File: src/hdl/pqs_pkg.sv
// ----------------------------------------------------------------------------
// pqs_pkg
// Shared types and constants of the priority queue sorter.
// ----------------------------------------------------------------------------
package pqs_pkg;

    localparam int CAPACITY   = 64;
    localparam int KEY_WIDTH  = 32;
    localparam int FIELD_W    = 32;
    localparam int IDX_W      = $clog2(CAPACITY);
    localparam int CNT_W      = $clog2(CAPACITY + 1);

    typedef logic signed [KEY_WIDTH-1:0] key_t;
    typedef logic [IDX_W-1:0]            idx_t;
    typedef logic [CNT_W-1:0]            cnt_t;

    typedef enum logic [2:0] {
        ST_IDLE,
        ST_SEARCH,
        ST_SHIFT,
        ST_FIRST,
        ST_DRAIN,
        ST_WAIT
    } state_t;

    // controller to datapath
    typedef struct packed {
        logic load_key;    // capture incoming key
        logic clr_set;     // clear count and drop flag
        logic set_drop;    // mark a dropped key
        logic rd_en;       // issue store read
        logic wr_en;       // store write
        logic wr_new;      // write the new key instead of shifted data
        logic ptr_init;    // pointer to count
        logic ptr_zero;    // pointer to zero
        logic ptr_dec;
        logic ptr_inc;
        logic cnt_inc;
        logic out_load;    // load output register from read data
        logic out_last;
    } pqs_cmd_t;

    // datapath to controller
    typedef struct packed {
        logic ptr_is_zero;
        logic full;
        logic rd_greater;  // read entry sorts after the new key
        logic ptr_at_end;  // pointer is last stored entry
        logic empty;
    } pqs_sts_t;

endpackage

File: src/hdl/pqs_ram.sv
// ----------------------------------------------------------------------------
// pqs_ram
// Generic simple dual-port RAM with one write and one registered read port.
// ----------------------------------------------------------------------------
module pqs_ram #(
    parameter int WIDTH = 32,
    parameter int DEPTH = 64
) (
    input  logic                     clk,
    input  logic                     wr_en,
    input  logic [$clog2(DEPTH)-1:0] wr_addr,
    input  logic [WIDTH-1:0]         wr_data,
    input  logic                     rd_en,
    input  logic [$clog2(DEPTH)-1:0] rd_addr,
    output logic [WIDTH-1:0]         rd_data
);

    logic [WIDTH-1:0] mem [DEPTH];

    always_ff @(posedge clk)
    begin
        if (wr_en)
        begin
            mem[wr_addr] <= wr_data;
        end
        if (rd_en)
        begin
            rd_data <= mem[rd_addr];
        end
    end

endmodule

File: src/hdl/pqs_datapath.sv
// ----------------------------------------------------------------------------
// pqs_datapath
// Key store, pointer, count, drop flag and output register.
// ----------------------------------------------------------------------------
module pqs_datapath (
    input  logic                  clk,
    input  logic                  rst_n,
    input  pqs_pkg::pqs_cmd_t     cmd,
    output pqs_pkg::pqs_sts_t     sts,
    input  logic [31:0]           in_key,
    output logic [31:0]           out_key,
    output logic                  out_last,
    output logic                  out_drop
);
    import pqs_pkg::*;

    cnt_t cnt_reg, cnt_next;
    cnt_t ptr_reg, ptr_next;
    logic drop_reg, drop_next;
    key_t new_reg;
    key_t rd_data;
    idx_t rd_addr, wr_addr;
    key_t wr_data;
    logic [31:0] okey_reg;
    logic        olast_reg, odrop_reg;

    // read ptr-1 while searching; while draining, read zero or ptr+1, the pointer's next value
    always_comb
    begin
        if (cmd.ptr_zero || cmd.ptr_inc)
            rd_addr = cmd.ptr_zero ? '0 : ptr_reg[IDX_W-1:0] + idx_t'(1);
        else
            rd_addr = ptr_reg[IDX_W-1:0] - idx_t'(1);
    end

    assign wr_addr = ptr_reg[IDX_W-1:0];
    assign wr_data = cmd.wr_new ? new_reg : rd_data;

    pqs_ram #(.WIDTH(KEY_WIDTH), .DEPTH(CAPACITY)) u_store (
        .clk     (clk),
        .wr_en   (cmd.wr_en),
        .wr_addr (wr_addr),
        .wr_data (wr_data),
        .rd_en   (cmd.rd_en),
        .rd_addr (rd_addr),
        .rd_data (rd_data)
    );

    always_comb
    begin
        cnt_next = cnt_reg;
        if (cmd.clr_set)
            cnt_next = '0;
        else if (cmd.cnt_inc)
            cnt_next = cnt_reg + cnt_t'(1);
        ptr_next = ptr_reg;
        if (cmd.ptr_init)
            ptr_next = cnt_reg;
        else if (cmd.ptr_zero)
            ptr_next = '0;
        else if (cmd.ptr_dec)
            ptr_next = ptr_reg - cnt_t'(1);
        else if (cmd.ptr_inc)
            ptr_next = ptr_reg + cnt_t'(1);
        drop_next = drop_reg;
        if (cmd.set_drop)
            drop_next = 1'b1;
        else if (cmd.clr_set)
            drop_next = 1'b0;
    end

    always_ff @(posedge clk or negedge rst_n)
    begin
        if (!rst_n)
        begin
            cnt_reg  <= '0;
            ptr_reg  <= '0;
            drop_reg <= 1'b0;
        end
        else
        begin
            cnt_reg  <= cnt_next;
            ptr_reg  <= ptr_next;
            drop_reg <= drop_next;
        end
    end

    always_ff @(posedge clk)
    begin
        if (cmd.load_key)
            new_reg <= key_t'($signed(in_key));
        if (cmd.out_load)
        begin
            okey_reg  <= 32'($signed(rd_data));
            olast_reg <= cmd.out_last;
            odrop_reg <= drop_reg;
        end
    end

    assign sts.ptr_is_zero = (ptr_reg == '0);
    assign sts.full        = (cnt_reg == cnt_t'(CAPACITY));
    assign sts.rd_greater  = (rd_data > new_reg);
    assign sts.ptr_at_end  = (ptr_reg + cnt_t'(1) == cnt_reg);
    assign sts.empty       = (cnt_reg == '0);

    assign out_key  = okey_reg;
    assign out_last = olast_reg;
    assign out_drop = odrop_reg;

endmodule

File: src/hdl/pqs_ctrl.sv
// ----------------------------------------------------------------------------
// pqs_ctrl
// Sequencer for insertion search, shift and drain of the key store.
// ----------------------------------------------------------------------------
module pqs_ctrl (
    input  logic                  clk,
    input  logic                  rst_n,
    input  logic                  in_valid,
    input  logic                  in_last,
    output logic                  in_ready,
    output logic                  out_valid,
    input  logic                  out_ready,
    output pqs_pkg::pqs_cmd_t     cmd,
    input  pqs_pkg::pqs_sts_t     sts
);
    import pqs_pkg::*;

    state_t state_reg, state_next;
    logic   close_reg, close_next;

    always_ff @(posedge clk or negedge rst_n)
    begin
        if (!rst_n)
        begin
            state_reg <= ST_IDLE;
            close_reg <= 1'b0;
        end
        else
        begin
            state_reg <= state_next;
            close_reg <= close_next;
        end
    end

    always_comb
    begin
        logic take;
        state_next = state_reg;
        close_next = close_reg;
        cmd        = '0;
        in_ready   = 1'b0;
        take       = 1'b0;
        unique case (state_reg)
            ST_IDLE:
            begin
                in_ready = 1'b1;
                if (in_valid)
                begin
                    cmd.load_key = 1'b1;
                    close_next   = in_last;
                    if (sts.full)
                    begin
                        cmd.set_drop = 1'b1;
                        if (in_last)
                        begin
                            cmd.ptr_zero = 1'b1;
                            cmd.rd_en    = 1'b1;
                            state_next   = ST_DRAIN;
                        end
                    end
                    else
                    begin
                        cmd.ptr_init = 1'b1;
                        state_next   = ST_SEARCH;
                    end
                end
            end
            ST_SEARCH:
            begin
                // read entry just below the hole
                if (sts.ptr_is_zero)
                begin
                    take = 1'b1;
                end
                else
                begin
                    cmd.rd_en  = 1'b1;
                    state_next = ST_SHIFT;
                end
            end
            ST_SHIFT:
            begin
                if (sts.rd_greater)
                begin
                    cmd.wr_en   = 1'b1;
                    cmd.ptr_dec = 1'b1;
                    state_next  = ST_SEARCH;
                end
                else
                begin
                    take = 1'b1;
                end
            end
            ST_FIRST:
            begin
                // new key is written, start reading from the bottom
                cmd.ptr_zero = 1'b1;
                cmd.rd_en    = 1'b1;
                state_next   = ST_DRAIN;
            end
            ST_DRAIN:
            begin
                // read data valid: load output
                cmd.out_load = 1'b1;
                cmd.out_last = sts.ptr_at_end;
                state_next   = ST_WAIT;
            end
            ST_WAIT:
            begin
                if (out_ready)
                begin
                    if (sts.ptr_at_end)
                    begin
                        cmd.clr_set = 1'b1;
                        state_next  = ST_IDLE;
                    end
                    else
                    begin
                        cmd.rd_en   = 1'b1;
                        cmd.ptr_inc = 1'b1;
                        state_next  = ST_DRAIN;
                    end
                end
            end
            default:
            begin
                state_next = ST_IDLE;
            end
        endcase
        if (take)
        begin
            cmd.wr_en   = 1'b1;
            cmd.wr_new  = 1'b1;
            cmd.cnt_inc = 1'b1;
            if (close_reg)
                state_next = ST_FIRST;
            else
                state_next = ST_IDLE;
        end
    end

    assign out_valid = (state_reg == ST_WAIT);

    // the drain never starts on an empty store: the closing word inserts or
    // meets a full store
    a_drain_not_empty: assert property (@(posedge clk) disable iff (!rst_n)
        (state_reg == ST_DRAIN) |-> !sts.empty)
        else $error("drain on empty store");

endmodule

File: src/hdl/priority_queue_sorter.sv
// ----------------------------------------------------------------------------
// priority_queue_sorter
// Sorts a set of signed keys by insertion into a store; drains ascending.
// ----------------------------------------------------------------------------
//  channel | dir | tdata                    | tuser    | tlast
//  s_axis  | in  | key[31:0]                | -        | last_in
//  m_axis  | out | sorted_key[31:0]         | overflowed | last_out
//
//  an input word is placed by insertion: one read and one shift write per stored
//  key that sorts after it (the store has a single read and a single write port);
//  a word meeting a full store is dropped. the drain runs ST_FIRST, unless the
//  closing word met a full store, then ST_DRAIN (registered store read) and ST_WAIT
//  for each word; reset empties the set; stalls on m_axis hold the drain
// ----------------------------------------------------------------------------
module priority_queue_sorter (
    input  logic        clk,
    input  logic        rst_n,
    input  logic        s_axis_tvalid,
    output logic        s_axis_tready,
    input  logic [31:0] s_axis_tdata,   // key
    input  logic        s_axis_tlast,   // last_in
    output logic        m_axis_tvalid,
    input  logic        m_axis_tready,
    output logic [31:0] m_axis_tdata,   // sorted_key
    output logic        m_axis_tuser,   // overflowed
    output logic        m_axis_tlast    // last_out
);
    import pqs_pkg::*;

    pqs_cmd_t cmd;
    pqs_sts_t sts;

    pqs_ctrl u_ctrl (
        .clk       (clk),
        .rst_n     (rst_n),
        .in_valid  (s_axis_tvalid),
        .in_last   (s_axis_tlast),
        .in_ready  (s_axis_tready),
        .out_valid (m_axis_tvalid),
        .out_ready (m_axis_tready),
        .cmd       (cmd),
        .sts       (sts)
    );

    pqs_datapath u_dp (
        .clk      (clk),
        .rst_n    (rst_n),
        .cmd      (cmd),
        .sts      (sts),
        .in_key   (s_axis_tdata),
        .out_key  (m_axis_tdata),
        .out_last (m_axis_tlast),
        .out_drop (m_axis_tuser)
    );

    a_no_in_during_out: assert property (@(posedge clk) disable iff (!rst_n)
        m_axis_tvalid |-> !s_axis_tready)
        else $error("input taken during drain");

    a_last_ends: assert property (@(posedge clk) disable iff (!rst_n)
        (m_axis_tvalid && m_axis_tready && m_axis_tlast) |=> !m_axis_tvalid)
        else $error("drain continues after last word");

    a_write_not_drain: assert property (@(posedge clk) disable iff (!rst_n)
        cmd.wr_en |-> !cmd.out_load)
        else $error("store written while draining");

endmodule

File: config.mk
export PLATFORM = sky130hd
export DESIGN_NAME = priority_queue_sorter
export DESIGN_NICKNAME = d
export VERILOG_FILES = /design/src/hdl/pqs_pkg.sv /design/src/hdl/pqs_ram.sv /design/src/hdl/pqs_datapath.sv /design/src/hdl/pqs_ctrl.sv /design/src/hdl/priority_queue_sorter.sv
export SDC_FILE = /design/constraint.sdc
export NUM_CORES = 2
export LEC_CHECK = 0
export BUFFER_PORTS_ARGS = -buffer_cell sky130_fd_sc_hd__buf_4
export CAP_MARGIN = 0
export CORE_ASPECT_RATIO = 1.1
export CORE_MARGIN = 2
export CORE_UTILIZATION = 60
export CTS_BUF_LIST = sky130_fd_sc_hd__clkbuf_4 sky130_fd_sc_hd__clkbuf_8
export DETAILED_ROUTE_END_ITERATION = 6
export PLACE_DENSITY = 0.74
export SLEW_MARGIN = 20
export SYNTH_ARGS = -nofsm -noshare
export SYNTH_HDL_FRONTEND = slang
export SYNTH_SLANG_ARGS = --single-unit
File: constraint.sdc
create_clock -name clk -period 11.4 [get_ports clk]
set_clock_uncertainty 0.15 [all_clocks]
set_input_delay 1.71 -clock clk [delete_from_list [all_inputs] [get_ports clk]]
set_output_delay 1.71 -clock clk [all_outputs]
set_load 0.02 [all_outputs]
# After elaboration in Yosys (flattened, before gate mapping)
# Memory sizes are Yosys's and may differ from the RTL's. A register that Yosys moved wholly into a read port is not among the register bits.
# Cells that the tools add are included.
[op_classes]
n_addsub = 5
n_lt_le_gt_ge = 1
eq_ne = 12
muxes = 51
reduce_logical = 8
[op_table]
columns = ["op", "count"]
rows = [
  ["$mux W7", 6],
  ["$gt A32 B32 Y1", 1],
  ["$mux W32", 1],
  ["$mux W1", 24],
  ["$mux W3", 8],
  ["$pmux W3 S6", 1],
  ["$add A7 B1 Y7 const B", 2],
  ["$mux W2", 6],
  ["$mux W6", 2],
  ["$ne A3 B2 Y1 const B", 3],
  ["$eq A7 B7 Y1", 1],
  ["$eq A7 B7 Y1 const B", 1],
  ["$logic_not A7 Y1", 1],
  ["$sub A7 B1 Y7 const B", 1],
  ["$add A6 B1 Y6 const B", 1],
  ["$eq A3 B2 Y1 const B", 2],
  ["$eq A3 B3 Y1 const B", 2],
  ["$sub A6 B1 Y6 const B", 1],
  ["$reduce_and A5 Y1", 1],
  ["$ne A4 B3 Y1 const B", 1],
  ["$pmux W1 S2", 2],
  ["$pmux W1 S4", 1],
  ["$reduce_bool A2 Y1", 2],
  ["$reduce_bool A4 Y1", 1],
  ["other kinds (5)", 5],
]
[word_totals]
register_bits = 85
ram_bits = 2048
in_bits = 37
output_inout_bits = 36
mem_count = 1
[mem_list]
columns = ["name", "words", "width", "read_ports", "rd_ports_with_merged_regs", "write_ports", "line_no", "source"]
rows = [
  ["u_dp.u_store.mem", 64, 32, 1, 1, 1, "pqs_ram.sv:18", "logic [WIDTH-1:0] mem [DEPTH];"],
]

# Depth between registers and ports, before layout
[logic_depth]
depth_word = 9
ltp_mapped = 18

# Cells and area by module
# From an unflattened synthesis, not the netlist that was laid out.
[unflattened]
hier_cells = 3740
hier_area_um2 = 83659.0
[by_module_without_submodules]
columns = ["module", "instances", "cells_each", "area_per_inst_um2"]
rows = [
  ["pqs_ram", 1, 3324, 78835.6],
  ["pqs_datapath", 1, 362, 4400.5],
  ["pqs_ctrl", 1, 54, 422.9],
]

# Worst setup path after synthesis
# OpenSTA, ideal clock, no wires.
[synth_timing]
kind = "reg-to-reg"
from = "register u_dp.u_store.rd_data[1], read port of u_dp.u_store.mem"
to = "memory u_dp.u_store.mem[0][31] (data pin)"
arrival_ps = 4978
t_required_ps = 10548
setup_slack_ps = 5570
path_stages_with_launch = 13
cell_sequence = "edfxtp_1 > ha_1 > nor2b_1 > o21a_1 > o21a_1 > o21ai_0 > o211ai_1 > a221o_1 > mux2i_1 > a21o_1 > clkbuf_1 > clkbuf_1 > o21ai_0"
[synth_between]
elab_chain_cells = 5
[synth_rtl]
columns = ["item", "line_no", "source"]
rows = [
  ["start, declared", "pqs_ram.sv:15", "output logic [WIDTH-1:0] rd_data"],
  ["$gt A32 B32 Y1", "pqs_datapath.sv:102", "assign sts.rd_greater = (rd_data > new_reg);"],
  ["$mux W1", "pqs_ctrl.sv:83", "if (sts.rd_greater)"],
  ["$pmux W1 S2", "pqs_ctrl.sv:43", "unique case (state_reg)"],
  ["$mux W2", "pqs_ctrl.sv:130", "if (take)"],
  ["$mux W32", "pqs_datapath.sv:37", "assign wr_data = cmd.wr_new ? new_reg : rd_data;"],
  ["net u_dp.u_store.wr_data[31]", "pqs_ram.sv:12", "input logic [WIDTH-1:0] wr_data,"],
  ["end, declared", "pqs_ram.sv:18", ""],
]
# The timed path passes the listed nets, and every way through them passes these cells.

# Worst setup path after layout
[layout_timing]
from = "register u_dp.ptr_reg[0]"
to = "register u_dp.u_store.rd_data[9], read port of u_dp.u_store.mem (data pin)"
[layout_between]
elab_chain_cells = 7
[layout_rtl]
columns = ["item", "line_no", "source"]
rows = [
  ["start, declared", "pqs_datapath.sv:18", "cnt_t ptr_reg, ptr_next;"],
  ["start signal, assigned", "pqs_datapath.sv:83", "ptr_reg <= ptr_next;"],
  ["$add A7 B1 Y7", "pqs_datapath.sv:103", "assign sts.ptr_at_end = (ptr_reg + cnt_t'(1) == cnt_reg);"],
  ["$eq A7 B7 Y1", "pqs_datapath.sv:103", ""],
  ["$mux W1", "pqs_ctrl.sv:112", "if (sts.ptr_at_end)"],
  ["$mux W1", "pqs_ctrl.sv:110", "if (out_ready)"],
  ["$mux W1", "pqs_ctrl.sv:43", ""],
  ["$logic_or A1 B1 Y1", "pqs_datapath.sv:30", "if (cmd.ptr_zero || cmd.ptr_inc)"],
  ["$mux W6", "pqs_datapath.sv:30", ""],
]
# Several ways; a longest one is shown, not always the timed one.
# A chain may end at the register's enable or synchronous reset.

==> reports/metrics.cfg <==
[status]
status = finished clean

[grt]
antenna_found_initial = 16
grt_util_all_layers = 0.332
grt_pass1_wl_mm = 343
grt_pass1_vias = 49800
grt_max_degree = 157
grt_overflow = 0

[clocking]
numCtsBuffers = 342
ctsResizeCount = 0
cts_setup_buffers = 0
numClockSinks = 2165
cts_tree = done
ctsHoldBuffers = 0
htreeDepth = 5
cts_buffer_depth = 4
clock_latency_ns = 1.06
cts.clk_slew.worst_paths_ns = 0.06
clockRootBuffer = clkbuf_8

[drt]
routed-via-count = 52800
drtAntennaViolNets = 0
first_pass_iters = 6
drtIter0Drc = 8734
drt_wl_total_mm = 243
drc = 0
vias_per_cell = 6.87
detail_route.wl_per_cell_um = 31.6

[layout]
fillers = 9108
largest_register = u_dp.u_store.mem
area_delta_synth_final_pct = 11.6
final_util = 0.672
largest_reg_flops = 2048
nets = 5677
finalNonFillerCells = 7688
layout-drive-gt1-share = 0.169

[pwr]
ir_drop_v = 0.000450
total_power_mw = 29.1
leakagePower_nw = 31.4
p_per_area_nw_per_um2 = 305

[yosys]
synth_area_leaders = edfxtp_1 76%, nand2_1 4.3%, mux4_2 3.3%
ys_types = 68
syn_nets = 5471
synth.most_common_cell = edfxtp_1
yosysSeqAreaShare = 0.762
avgSynthCellArea_um2 = 15.8
yosysTopAreaCellShare = 0.756
synth_top_cell_by_area = edfxtp_1
syn_inst = 5398
synth_area_um2 = 85200
yosys_most_used_dff = edfxtp_1
yosys_warnings = 0
synth_edf_count = 2146
ys_async_sr_fraction = 0.00878
ys_seq_elements = 2165
yosys-top-cells-count = 2,146 x edfxtp_1, 984 x nand2_1, 227 x clkbuf_1, 198 x nand3_1, 190 x and3_1

[worst_setup_path]
crit_top_cell = a31oi_1
end_kind = flip-flop
cpMaxStageDelayCell = a211oi_1
critPathKind = flip-flop to flip-flop
critPathMaxFanout = 85
r2r_end = u_dp.u_store.rd_data[9]
startpoint_type = flip-flop
r2r_start = u_dp.ptr_reg[0]
worst_ep_required_time_ns = 12.11
worstPathArrival_ns = 7.99
rr_worst_depth = 13
max_stage_delay_ns = 1.17
crit_chain = inv_1 > ha_1 > xnor2_1 > nand3_1 > nor3_2 > a31oi_1 > o311ai_2 > nand2_8 > buf_4 > a311oi_1 > a31oi_1 > a211oi_1 > and4b_1
reg2reg_setup_slack_ns = 4.12

[sta]
tns_ns = 0
period_share = 0.638
hold_viol_final = 0
finalMaxSlewViolations = 0
finalCriticalPeriod_ns = 7.28
hold-worst-slack_ns = 0.298
worst_slew_pin_slew_ns = 1.35
timing.slew.headroom = 0.0933
max_freq_mhz = 137
finalSetupViolCount = 0
rsz0062_at_grt = no

[worst_hold_path]
hold_depth = 0
min_to = u_dp.out_drop
hold_path.class = flip-flop to flip-flop
hp-start = u_dp.drop_reg

[die]
die_w_um = 363
dieArea_um2 = 145000
ios = 73
num_rows = 145
core_um2 = 142000
fp.dieH_um = 399
initial_utilization = 0.602

[place]
dp_cells = 7096
place_hpwl_mm = 129
gp_congestion = 0.898
io_buffers = 72

[run]
max_cap_viol_count = 0

layout make-up:
cell class                      instances  area [um^2]  share of cell area
Antenna cell                           16         40.0            0.000421
Clock buffer                          455         5610              0.0589
Clock inverter                        120          579             0.00609
Inverter                               45          169             0.00178
Multi-Input combinational cell       2819        19700               0.207
Sequential cell                      2165        64900               0.682
Tap cell                             1837         2300              0.0242
Timing Repair Buffer                  231         1850              0.0195
placed cells by master (no fill, tap or decap), types with 8 or more instances in the layout:
cell type and instances:
buf_4 222, and4b_1 29, mux2i_1 130, nor4_1 32
inv_1 44, a32o_1 33, nand3_1 194, mux4_2 124
clkinv_2 26, a21o_1 18, nor2_1 83, nand4_1 16
xnor2_1 14, clkbuf_8 350, o21ai_0 9, a32oi_1 93
and3_1 190, a31oi_1 69, o31a_1 33, edfxtp_1 2146
clkbuf_4 105, dfrtp_1 19, nor3b_1 28, o21ai_4 32
o22ai_1 98, buf_12 8, nor3_1 10, nand2_1 980
clkinv_1 87, ha_1 36, nor2_4 65, a311oi_1 156
a211oi_1 182, diode_2 16, a21oi_1 55
power breakdown:
part	internal, mW	switching (mW)
combinational	3.52	8.86
clock	3.23	2.87
sequential	10.2	0.333
routing by layer:
layer | track usage | vias to the layer above | part of all wire
li1 | - | 21700 | -
met1 | 0.458 | 26400 | 0.36
met3 | 0.0928 | 628 | 0.14
met4 | 0.158 | 6 | 0.052
met5 | 0 | - | 0.00014
met2 | 0.495 | 4195 | 0.45
cell families after synthesis:
group                    count (synthesis)  synth area share
AO/OA/AOI/OAI                          824            0.0734
XOR/XNOR                                21           0.00241
adder cells (fa/ha/maj)                 36           0.00528
buffers and inverters                  414            0.0197
flip-flops                            2165             0.762
multiplexers                           258            0.0486
AND/OR/NAND/NOR                       1680            0.0891
how the worst max path moves through the flow:
stage                                       start                        to  slack [ns]  cells past startpoint
final                             u_dp.ptr_reg[0]   u_dp.u_store.rd_data[9]        4.12                     13
after global routing              u_dp.ptr_reg[0]   u_dp.u_store.rd_data[9]        3.98                     13
after CTS                         u_dp.ptr_reg[0]  u_dp.u_store.rd_data[17]        4.50                     13
after detailed placement          u_dp.ptr_reg[0]  u_dp.u_store.rd_data[17]        4.56                     13
after global placement              s_axis_tvalid  u_dp.u_store.rd_data[12]        4.57                     12
after floorplan           u_dp.u_store.rd_data[1]   u_dp.u_store.mem[0][31]        5.57                     12
worst max-delay path: cells and delay by family, from the launching register on:
family | cells | cell delay [ns]
adders and majority gates | 1 | 0.42
DFF | 1 | 0.63
and+or+nand+nor | 4 | 1.67
xor gates and xnor gates | 1 | 0.15
buffers and inverters | 2 | 0.85
AOI/OAI and AO/OA | 5 | 3.10
through the flow:
| step | setup WS, ns | instance area [um^2] |
|---|---|---|
| detailed placement | 4.56 | 88900 |
| CTS | 4.50 | 95100 |
| global placement | 4.57 | 88900 |
| global route | 3.98 | 95100 |
| floorplan | 5.57 | 85200 |
| finish | 4.12 | 95100 |
No activity file was read; power rests on OpenSTA's default activity.
